$ cat src/rtl/owb_pkg.sv
package owb_pkg;

    // Operation codes of an input item; codes above PULLUP act as ticks
    localparam logic [2:0] OP_TICK   = 3'd0;
    localparam logic [2:0] OP_RESET  = 3'd1;
    localparam logic [2:0] OP_WRITE  = 3'd2;
    localparam logic [2:0] OP_READ   = 3'd3;
    localparam logic [2:0] OP_PULLUP = 3'd4;

    // Configuration register indexes
    localparam logic [2:0] CFG_RESET_LOW      = 3'd0;
    localparam logic [2:0] CFG_PRESENCE_WAIT  = 3'd1;
    localparam logic [2:0] CFG_RESET_RECOVERY = 3'd2;
    localparam logic [2:0] CFG_WRITE_SLOT     = 3'd3;
    localparam logic [2:0] CFG_READ_SAMPLE    = 3'd4;
    localparam logic [2:0] CFG_READ_RECOVERY  = 3'd5;
    localparam logic [2:0] CFG_PULLUP         = 3'd6;

    localparam int CFG_IDX_W   = 3;
    localparam int CFG_DATA_W  = 20;
    localparam int SLOT_W      = 10;
    localparam int PULLUP_W    = 20;
    localparam int BYTE_W      = 8;
    localparam int BIT_CNT_W   = 4;
    localparam int BITS_PER_BYTE = 8;

    // Timing registers as seen by the sequencer
    typedef struct packed {
        logic [SLOT_W-1:0]   reset_low_us;
        logic [SLOT_W-1:0]   presence_wait_us;
        logic [SLOT_W-1:0]   reset_recovery_us;
        logic [SLOT_W-1:0]   write_slot_us;
        logic [SLOT_W-1:0]   read_sample_us;
        logic [SLOT_W-1:0]   read_recovery_us;
        logic [PULLUP_W-1:0] pullup_us;
    } cfg_t;

    // Result of one item, handed from the sequencer to the output stage
    typedef struct packed {
        logic              drive_low;
        logic              drive_high;
        logic              busy_res;
        logic              done_res;
        logic              device_present;
        logic [BYTE_W-1:0] read_data;
        logic              rejected;
    } res_t;

endpackage

$ cat src/rtl/owb_in_if.sv
interface owb_in_if;
    logic       valid;
    logic       ready;
    logic [2:0] operation;
    logic [7:0] data_byte;
    logic       line_level;

    modport source (output valid, output operation, output data_byte, output line_level,
                    input ready);
    modport sink (input valid, input operation, input data_byte, input line_level,
                  output ready);
endinterface

$ cat src/rtl/owb_out_if.sv
interface owb_out_if;
    logic       valid;
    logic       ready;
    logic       drive_low;
    logic       drive_high;
    logic       busy_res;
    logic       done_res;
    logic       device_present;
    logic [7:0] read_data;
    logic       rejected;

    modport source (output valid, output drive_low, output drive_high, output busy_res,
                    output done_res, output device_present, output read_data,
                    output rejected, input ready);
    modport sink (input valid, input drive_low, input drive_high, input busy_res,
                  input done_res, input device_present, input read_data,
                  input rejected, output ready);
endinterface

$ cat src/rtl/owb_cfg_regs.sv
module owb_cfg_regs
    import owb_pkg::*;
(
    input  logic                  clk,
    input  logic                  rst_n,
    input  logic                  cfg_we,
    input  logic [CFG_IDX_W-1:0]  cfg_index,
    input  logic [CFG_DATA_W-1:0] cfg_data,
    output cfg_t                  cfg
);

    cfg_t cfg_reg;

    // Write one timing register; unknown indexes are dropped
    always_ff @(posedge clk or negedge rst_n)
    begin
        if (!rst_n)
        begin
            cfg_reg.reset_low_us      <= SLOT_W'(480);
            cfg_reg.presence_wait_us  <= SLOT_W'(60);
            cfg_reg.reset_recovery_us <= SLOT_W'(240);
            cfg_reg.write_slot_us     <= SLOT_W'(120);
            cfg_reg.read_sample_us    <= SLOT_W'(15);
            cfg_reg.read_recovery_us  <= SLOT_W'(90);
            cfg_reg.pullup_us         <= PULLUP_W'(1000000);
        end
        else if (cfg_we)
        begin
            case (cfg_index)
                CFG_RESET_LOW:      cfg_reg.reset_low_us      <= cfg_data[SLOT_W-1:0];
                CFG_PRESENCE_WAIT:  cfg_reg.presence_wait_us  <= cfg_data[SLOT_W-1:0];
                CFG_RESET_RECOVERY: cfg_reg.reset_recovery_us <= cfg_data[SLOT_W-1:0];
                CFG_WRITE_SLOT:     cfg_reg.write_slot_us     <= cfg_data[SLOT_W-1:0];
                CFG_READ_SAMPLE:    cfg_reg.read_sample_us    <= cfg_data[SLOT_W-1:0];
                CFG_READ_RECOVERY:  cfg_reg.read_recovery_us  <= cfg_data[SLOT_W-1:0];
                CFG_PULLUP:         cfg_reg.pullup_us         <= cfg_data[PULLUP_W-1:0];
                default:            ;
            endcase
        end
    end

    assign cfg = cfg_reg;

endmodule

$ cat src/rtl/owb_seq.sv
module owb_seq
    import owb_pkg::*;
#(
    parameter int TIMER_BITS = 20
)
(
    input  logic        clk,
    input  logic        rst_n,
    input  logic        fire,
    input  logic [2:0]  operation,
    input  logic [7:0]  data_byte,
    input  logic        line_level,
    input  cfg_t        cfg,
    output res_t        res
);

    typedef enum logic [3:0] {
        PH_IDLE, PH_RST_LOW, PH_RST_WAIT, PH_RST_REC, PH_WR_START,
        PH_WR_SLOT, PH_RD_START, PH_RD_WAIT, PH_RD_REC, PH_PULLUP
    } phase_t;

    phase_t                  phase_reg, phase_next;
    logic [TIMER_BITS-1:0]   tick_reg, tick_next, tick_inc, len_raw, phase_len;
    logic [BIT_CNT_W-1:0]    bit_cnt_reg, bit_cnt_next, bit_inc;
    logic [BYTE_W-1:0]       shift_reg, shift_next;
    logic                    presence_reg, presence_next;
    logic [BYTE_W-1:0]       read_reg, read_next;
    logic                    is_cmd, done, rejected;

    assign tick_inc = tick_reg + TIMER_BITS'(1);
    assign bit_inc  = bit_cnt_reg + BIT_CNT_W'(1);
    assign is_cmd   = (operation == OP_RESET) || (operation == OP_WRITE) ||
                      (operation == OP_READ) || (operation == OP_PULLUP);

    // Pick the length of the current phase; zero counts as one tick
    always_comb
    begin
        case (phase_reg)
            PH_RST_LOW:  len_raw = TIMER_BITS'(cfg.reset_low_us);
            PH_RST_WAIT: len_raw = TIMER_BITS'(cfg.presence_wait_us);
            PH_RST_REC:  len_raw = TIMER_BITS'(cfg.reset_recovery_us);
            PH_WR_SLOT:  len_raw = TIMER_BITS'(cfg.write_slot_us);
            PH_RD_WAIT:  len_raw = TIMER_BITS'(cfg.read_sample_us);
            PH_RD_REC:   len_raw = TIMER_BITS'(cfg.read_recovery_us);
            PH_PULLUP:   len_raw = TIMER_BITS'(cfg.pullup_us);
            default:     len_raw = TIMER_BITS'(1);
        endcase
        phase_len = (len_raw == '0) ? TIMER_BITS'(1) : len_raw;
    end

    // Advance the sequence by one item
    always_comb
    begin
        phase_next    = phase_reg;
        tick_next     = tick_reg;
        bit_cnt_next  = bit_cnt_reg;
        shift_next    = shift_reg;
        presence_next = presence_reg;
        read_next     = read_reg;
        done          = 1'b0;
        rejected      = 1'b0;
        if (is_cmd)
        begin
            if (phase_reg != PH_IDLE)
            begin
                rejected = 1'b1;
            end
            else
            begin
                tick_next    = '0;
                bit_cnt_next = '0;
                shift_next   = '0;
                case (operation)
                    OP_RESET:  phase_next = PH_RST_LOW;
                    OP_WRITE:
                    begin
                        phase_next = PH_WR_START;
                        shift_next = data_byte;
                    end
                    OP_READ:   phase_next = PH_RD_START;
                    default:   phase_next = PH_PULLUP;
                endcase
            end
        end
        else if (phase_reg != PH_IDLE)
        begin
            tick_next = tick_inc;
            if (tick_inc >= phase_len)
            begin
                tick_next = '0;
                case (phase_reg)
                    PH_RST_LOW:  phase_next = PH_RST_WAIT;
                    PH_RST_WAIT:
                    begin
                        presence_next = !line_level;
                        phase_next    = PH_RST_REC;
                    end
                    PH_WR_START: phase_next = PH_WR_SLOT;
                    PH_WR_SLOT:
                    begin
                        shift_next   = shift_reg >> 1;
                        bit_cnt_next = bit_inc;
                        if (bit_inc >= BIT_CNT_W'(BITS_PER_BYTE))
                        begin
                            phase_next = PH_IDLE;
                            done       = 1'b1;
                        end
                        else
                        begin
                            phase_next = PH_WR_START;
                        end
                    end
                    PH_RD_START: phase_next = PH_RD_WAIT;
                    PH_RD_WAIT:
                    begin
                        if (line_level)
                        begin
                            shift_next[bit_cnt_reg[2:0]] = 1'b1;
                        end
                        phase_next = PH_RD_REC;
                    end
                    PH_RD_REC:
                    begin
                        bit_cnt_next = bit_inc;
                        if (bit_inc < BIT_CNT_W'(BITS_PER_BYTE))
                        begin
                            phase_next = PH_RD_START;
                        end
                        else
                        begin
                            read_next  = shift_reg;
                            phase_next = PH_IDLE;
                            done       = 1'b1;
                        end
                    end
                    default:
                    begin
                        phase_next = PH_IDLE;
                        done       = 1'b1;
                    end
                endcase
            end
        end
    end

    // Build the result from the state after this item
    always_comb
    begin
        res.drive_low  = 1'b0;
        res.drive_high = 1'b0;
        case (phase_next)
            PH_RST_LOW, PH_WR_START, PH_RD_START: res.drive_low = 1'b1;
            PH_WR_SLOT: res.drive_low  = !shift_next[0];
            PH_PULLUP:  res.drive_high = 1'b1;
            default:    ;
        endcase
        res.busy_res       = (phase_next != PH_IDLE);
        res.done_res       = done;
        res.device_present = presence_next;
        res.read_data      = read_next;
        res.rejected       = rejected;
    end

    // Hold sequencer state; update on each input transfer
    always_ff @(posedge clk or negedge rst_n)
    begin
        if (!rst_n)
        begin
            phase_reg    <= PH_IDLE;
            tick_reg     <= '0;
            bit_cnt_reg  <= '0;
            shift_reg    <= '0;
            presence_reg <= 1'b0;
            read_reg     <= '0;
        end
        else if (fire)
        begin
            phase_reg    <= phase_next;
            tick_reg     <= tick_next;
            bit_cnt_reg  <= bit_cnt_next;
            shift_reg    <= shift_next;
            presence_reg <= presence_next;
            read_reg     <= read_next;
        end
    end

    // The counter is cleared whenever the sequencer rests
    a_idle_counter_clear: assert property (@(posedge clk) disable iff (!rst_n)
        (phase_reg == PH_IDLE) |-> (tick_reg == '0))
        else $error("tick counter not clear while idle");

    // The counter stays below the length of the running phase
    a_counter_below_len: assert property (@(posedge clk) disable iff (!rst_n)
        (phase_reg != PH_IDLE) |-> (tick_reg < phase_len))
        else $error("tick counter ran past phase length");

    // A rejected command leaves the sequence untouched
    a_reject_holds: assert property (@(posedge clk) disable iff (!rst_n)
        (fire && rejected) |=> ($stable(phase_reg) && $stable(tick_reg)))
        else $error("rejected command changed sequencer state");

endmodule

$ cat src/rtl/one_wire_bus_master.sv
// Channel   Dir  Fields
// in_ch     in   operation[2:0], data_byte[7:0], line_level
// out_ch    out  drive_low, drive_high, busy_res, done_res, device_present,
//                read_data[7:0], rejected
// cfg_*     in   cfg_we, cfg_index[2:0], cfg_data[19:0]
//
// One item per clock unless the output stalls: each transfer updates the
// sequencer state; the output register holds its result on the next cycle.
// Input ready is high whenever the output register is empty or being
// drained, so the input stalls exactly in the cycles where a result waits
// with the output side stalled.
// Reset (rst_n low) returns the sequencer to idle and loads the default
// bus timings; configuration writes take effect on the next edge.
module one_wire_bus_master
    import owb_pkg::*;
#(
    parameter int TIMER_BITS = 20
)
(
    input  logic                  clk,
    input  logic                  rst_n,
    owb_in_if.sink                in_ch,
    owb_out_if.source             out_ch,
    input  logic                  cfg_we,
    input  logic [CFG_IDX_W-1:0]  cfg_index,
    input  logic [CFG_DATA_W-1:0] cfg_data
);

    cfg_t cfg;
    res_t res;
    res_t res_reg;
    logic out_valid_reg;
    logic in_fire;

    assign in_ch.ready = !out_valid_reg || out_ch.ready;
    assign in_fire     = in_ch.valid && in_ch.ready;

    owb_cfg_regs u_cfg (
        .clk       (clk),
        .rst_n     (rst_n),
        .cfg_we    (cfg_we),
        .cfg_index (cfg_index),
        .cfg_data  (cfg_data),
        .cfg       (cfg)
    );

    owb_seq #(
        .TIMER_BITS (TIMER_BITS)
    ) u_seq (
        .clk        (clk),
        .rst_n      (rst_n),
        .fire       (in_fire),
        .operation  (in_ch.operation),
        .data_byte  (in_ch.data_byte),
        .line_level (in_ch.line_level),
        .cfg        (cfg),
        .res        (res)
    );

    // Hold the result until the output transfer completes
    always_ff @(posedge clk or negedge rst_n)
    begin
        if (!rst_n)
        begin
            out_valid_reg <= 1'b0;
        end
        else if (in_fire)
        begin
            out_valid_reg <= 1'b1;
        end
        else if (out_ch.ready)
        begin
            out_valid_reg <= 1'b0;
        end
    end

    always_ff @(posedge clk)
    begin
        if (in_fire)
        begin
            res_reg <= res;
        end
    end

    assign out_ch.valid          = out_valid_reg;
    assign out_ch.drive_low      = res_reg.drive_low;
    assign out_ch.drive_high     = res_reg.drive_high;
    assign out_ch.busy_res       = res_reg.busy_res;
    assign out_ch.done_res       = res_reg.done_res;
    assign out_ch.device_present = res_reg.device_present;
    assign out_ch.read_data      = res_reg.read_data;
    assign out_ch.rejected       = res_reg.rejected;

    // Every input transfer leaves a result waiting
    a_result_follows: assert property (@(posedge clk) disable iff (!rst_n)
        in_fire |=> out_valid_reg)
        else $error("input transfer produced no result");

    // The bus is never driven both ways
    a_no_contention: assert property (@(posedge clk) disable iff (!rst_n)
        out_valid_reg |-> !(res_reg.drive_low && res_reg.drive_high))
        else $error("line driven low and high at once");

    // A finished sequence reports idle
    a_done_not_busy: assert property (@(posedge clk) disable iff (!rst_n)
        (out_valid_reg && res_reg.done_res) |-> (!res_reg.busy_res && !res_reg.rejected))
        else $error("done result still busy or rejected");

endmodule

$ cat src/flat_wrapper.sv
// flat-port wrapper written by rule: the top's interface ports become plain ports
module one_wire_bus_master_flat import owb_pkg::*;
#(
    parameter int TIMER_BITS = 20
)
  (clk, rst_n, cfg_we, cfg_index, cfg_data, in_ch_valid, in_ch_operation, in_ch_data_byte, in_ch_line_level, in_ch_ready, out_ch_valid, out_ch_drive_low, out_ch_drive_high, out_ch_busy_res, out_ch_done_res, out_ch_device_present, out_ch_read_data, out_ch_rejected, out_ch_ready);
  owb_in_if in_ch_i ();
  owb_out_if out_ch_i ();
  input  logic clk;
  input  logic rst_n;
  input  logic cfg_we;
  input  logic [CFG_IDX_W-1:0] cfg_index;
  input  logic [CFG_DATA_W-1:0] cfg_data;
  input wire logic [$bits(in_ch_i.valid)-1:0] in_ch_valid;
  input wire logic [$bits(in_ch_i.operation)-1:0] in_ch_operation;
  input wire logic [$bits(in_ch_i.data_byte)-1:0] in_ch_data_byte;
  input wire logic [$bits(in_ch_i.line_level)-1:0] in_ch_line_level;
  output wire logic [$bits(in_ch_i.ready)-1:0] in_ch_ready;
  output wire logic [$bits(out_ch_i.valid)-1:0] out_ch_valid;
  output wire logic [$bits(out_ch_i.drive_low)-1:0] out_ch_drive_low;
  output wire logic [$bits(out_ch_i.drive_high)-1:0] out_ch_drive_high;
  output wire logic [$bits(out_ch_i.busy_res)-1:0] out_ch_busy_res;
  output wire logic [$bits(out_ch_i.done_res)-1:0] out_ch_done_res;
  output wire logic [$bits(out_ch_i.device_present)-1:0] out_ch_device_present;
  output wire logic [$bits(out_ch_i.read_data)-1:0] out_ch_read_data;
  output wire logic [$bits(out_ch_i.rejected)-1:0] out_ch_rejected;
  input wire logic [$bits(out_ch_i.ready)-1:0] out_ch_ready;
  assign in_ch_i.valid = in_ch_valid;
  assign in_ch_i.operation = in_ch_operation;
  assign in_ch_i.data_byte = in_ch_data_byte;
  assign in_ch_i.line_level = in_ch_line_level;
  assign in_ch_ready = in_ch_i.ready;
  assign out_ch_valid = out_ch_i.valid;
  assign out_ch_drive_low = out_ch_i.drive_low;
  assign out_ch_drive_high = out_ch_i.drive_high;
  assign out_ch_busy_res = out_ch_i.busy_res;
  assign out_ch_done_res = out_ch_i.done_res;
  assign out_ch_device_present = out_ch_i.device_present;
  assign out_ch_read_data = out_ch_i.read_data;
  assign out_ch_rejected = out_ch_i.rejected;
  assign out_ch_i.ready = out_ch_ready;
  one_wire_bus_master #(.TIMER_BITS(TIMER_BITS)) u_core (.clk(clk), .rst_n(rst_n), .in_ch(in_ch_i), .out_ch(out_ch_i), .cfg_we(cfg_we), .cfg_index(cfg_index), .cfg_data(cfg_data));
endmodule
$ cat config.mk
export PLATFORM = sky130hd
export DESIGN_NAME = one_wire_bus_master_flat
export DESIGN_NICKNAME = d
export VERILOG_FILES = /design/src/rtl/owb_pkg.sv /design/src/rtl/owb_in_if.sv /design/src/rtl/owb_out_if.sv /design/src/rtl/owb_cfg_regs.sv /design/src/rtl/owb_seq.sv /design/src/rtl/one_wire_bus_master.sv /design/src/flat_wrapper.sv
export SDC_FILE = /design/constraint.sdc
export NUM_CORES = 1
export LEC_CHECK = 0
export ABC_AREA = 1
export BUFFER_PORTS_ARGS = -buffer_cell sky130_fd_sc_hd__buf_2
export CAP_MARGIN = 20
export CORE_ASPECT_RATIO = 1.5
export CORE_UTILIZATION = 40
export DETAILED_ROUTE_END_ITERATION = 10
export PLACE_DENSITY = 0.63
export SETUP_SLACK_MARGIN = 0.1
export SYNTH_ARGS = -nofsm -noshare
export SYNTH_HDL_FRONTEND = slang
export SYNTH_SLANG_ARGS = --single-unit
$ cat constraint.sdc
create_clock -name clk -period 4.5 [get_ports clk]
set_clock_uncertainty 0.2 [all_clocks]
set_input_delay 1.35 -clock clk [delete_from_list [all_inputs] [get_ports clk]]
set_output_delay 1.35 -clock clk [all_outputs]
set_load 0.05 [all_outputs]
==> impl_results.md <==
- Fmax: 253 MHz
- Reg clk slew, reported paths: 0.06 ns
- Vias: approximately 6000
- CTS tree: yes
- Final worst slack: 0.553 ns
- Fillers: approximately 1800
- Post-CTS Hold Buffers: 0
- Power per cell area: around 580 mW/mm^2
- Commonest non-fill, non-tap cell in the layout: nand2_1
- Seq cells post-synth: 140
- Arr. time, crit path: ~3.9 ns
- Die Area: 0.0191 mm^2
- CP max stage cell: dfrtp_2
- Standard-cell rows: 60
- Vias/cell: 5.14
- Routed len/inst: between 10 and 15 um
- Clock root buffer: clkbuf_16
- Initial Util: 41.2%
- Sequential Area: between 0.003 and 0.004 mm^2
- Relative slew slack: roughly half
- Worst Path Required: 4.46 ns
- Overall die width: roughly 110 um
- Buf/Inv on CP: 2
- Post-synth ARST share: around 90%
- Pins over their slew limit: 0
- Routability cong.: 0.877
- Clk sink count: 140
- Syn Std Cell Area: ~0.0074 mm^2
- Drt first-iter violations: around 410
- Clock buffer depth: 2
- Area leader, netlist: dfrtp_1
- Final Net Count: between 1000 and 1500
- Post-CTS Repair Setup Buffers: 0
- Outcome: complete, no violations
- CP peak stage delay: about 0.42 ns
- Worst hold slack: about 0.28 ns
- Synth cell types: 41
- P_leak: between 4 and 5 nW
- RSZ-0062 raised after global routing: false
- Slew at the pin closest to its max-slew limit: 0.769 ns
- Number of global-route vias before repair: 6244
- Tcrit/Tclk final: between 80 and 90%
- CP Launch Type: flip-flop
- Area of the multi-input gates: between 0.003 and 0.004 mm^2
- Post-place setup slack: 0.425 ns
- Peak supply drop: between 0.2 and 0.3 mV
- Total grt overflow: 0
- Share of the synthesized area in the top cell type: 32.0%
- Sequential fraction of the synthesis area: just under 50%
- Largest net degree at the start of global routing: 56
- Most frequent CP cell: nand2_1
- Area Growth Syn to Fin: 15.8%
- Syn nets: between 900 and 1000
- Setup Viol. Count Final: 0
- Largest register FFs: 80
- Core area: 0.0180 mm^2
- Crit. End Element: flip-flop
- Hold Crit Class: reg -> reg
- GRT Overall Usage: between 20% and 30%
- Num CTS Buffers: 17
- Initial antenna violation count: 0
- Routed WL: 17900 um
- Critical-path maximum fanout: 8
- Final setup TNS: 0 ns
- Period minus WS final: between 3 and 4 ns
- Detailed Routing Iterations Pass 1: 6
- Synth warnings: 0
- IO Count: 56
- ANT cells: 0
- Final hold vios: 0
- Main synth FF type: dfrtp_1
- DRC violations left: 0
- Crit Path Category: reg -> reg
- IO Port Bufs: 55
- First-pass GRT wire length: between 30000 and 40000 um
- Crit path max-delay family: simple AND/OR/NAND/NOR gates
- Clk_lat worst skew: around 0.42 ns
- H-Tree Level Count: 4
- Post-synthesis average cell area: roughly 8 um^2
- Post-synth EDFFs: 14
- Commonest non-fill, non-tap cells in the layout: nand2_1 (309), o21ai_0 (113), dfrtp_1 (94)
- Layout cell share with drive strength beyond 1: between 15 and 20%
- Die Ht: about 170 um
- Routed Antenna Nets: 0
- Post-detail-place hpwl: between 10000 and 15000 um
- Synth area leaders: dfrtp_1 (32%), nand2_1 (16%), dfstp_2 (11%)
- Cells after Synth: about 920
- Max_cap viols: 0
## routing by layer
layer / GRT usage [%] / share of wire (%)
met1: 25.2 / 44
met2: 36.3 / 50
met3: 2.51 / 3.6
met4: 7.95 / 2.4
met5: 0 / 0
## power by group
group | switching [mW] | total, mW | internal [mW] | leakage [nW]
combinational | 1.17 | 1.74 | 0.571 | 2.22
clock | 0.546 | 1.53 | 0.984 | 0.303
sequential | 0.158 | 1.75 | 1.59 | 1.70
total | 1.88 | 5.02 | 3.15 | 4.22
## repair_timing
| action | in CTS | in global routing |
|---|---|---|
| setup endpoints to repair | 0 | 15 |
| endpoints found under the hold margin | 0 | 0 |
| gates resized for setup | 0 | 3 |
## final cells by class
class                           instances  share of cell area (%)
Multi-Input combinational cell        647                    38.5
Sequential cell                       140                    42.1
Inverter                               97                    4.24
Clock inverter                         11                    2.24
Timing Repair Buffer                   69                    4.69
Clock buffer                           21                    5.13
Tap cell                              217                    3.16
## synth_stat cells, types with 3 or more instances
| library cell | n |
|---|---|
| o21ai_0 | 113 |
| inv_2 | 9 |
| mux2_2 | 10 |
| ha_1 | 23 |
| dfstp_2 | 31 |
| edfxtp_1 | 14 |
| dfrtp_1 | 95 |
| nand3_2 | 4 |
| inv_1 | 88 |
| nor2_2 | 6 |
| clkbuf_1 | 20 |
| nand4_1 | 16 |
| nand3_1 | 32 |
| o21ai_1 | 7 |
| nor2_1 | 42 |
| xor2_1 | 15 |
| buf_2 | 9 |
| a21oi_1 | 18 |
| a211oi_1 | 5 |
| nand2_1 | 309 |
| nor3_1 | 6 |
| o211ai_1 | 3 |
| a22o_1 | 9 |
| o22ai_1 | 8 |
| nand2_2 | 3 |
## worst reg2reg max path, delay by kind of cell, from the launching register on
family / cells / cell delay, ns
adder cells (fa/ha/maj): 2 / 0.48
AND/OR/NAND/NOR: 20 / 2.26
flip-flops: 1 / 0.42
buffers and inverters: 2 / 0.24
XOR/XNOR: 1 / 0.10
## cell families (layout without fill, tap and decap cells)
logic type                 count (synthesis)  after routing  share of synthesized area (%)
adders and majority gates                 23             23                           3.88
buffers and inverters                    129            198                           6.88
muxes                                     10             10                           1.52
xor gates and xnor gates                  17             17                           2.21
and+or+nand+nor                          428            428                           24.3
AOI/OAI and AO/OA                        169            169                           12.5
DFF                                      140            140                           48.7
## worst paths after layout
path,start,to,slack [ns],cells past startpoint
max in group asynchronous,rst_n,u_core.u_seq.shift_reg[6]$_DFFE_PN0P_,2.50,2
worst min-delay path,u_core.u_seq.read_reg[6]$_DFFE_PN0P_,u_core.u_seq.read_reg[6]$_DFFE_PN0P_,0.28,2
worst max register to register,u_core.u_seq.tick_reg[0]$_DFFE_PN0P_,u_core.out_ch.busy_res$_DFFE_PP_,0.55,25
worst max-delay path,u_core.u_seq.tick_reg[0]$_DFFE_PN0P_,u_core.out_ch.busy_res$_DFFE_PP_,0.55,25
min in group asynchronous,rst_n,u_core.u_cfg.cfg[1]$_DFFE_PN0P_,0.80,1
worst min register to register,u_core.u_seq.read_reg[6]$_DFFE_PN0P_,u_core.u_seq.read_reg[6]$_DFFE_PN0P_,0.28,2
## per-stage QoR
stage / cells / area (um^2) / power (mW) / utilization, %
detailed placement: 1169 / 7930 / 3.50 / 44.0
floorplan: 916 / 7420 / 3.04 / -
CTS: 1201 / 8570 / 5.04 / 47.5
finish: 1202 / 8590 / 5.02 / 47.7
global route: 1202 / 8590 / 5.40 / 47.7
global placement: 1169 / 7930 / 3.48 / 44.0
(Power assumes the default switching activity.)
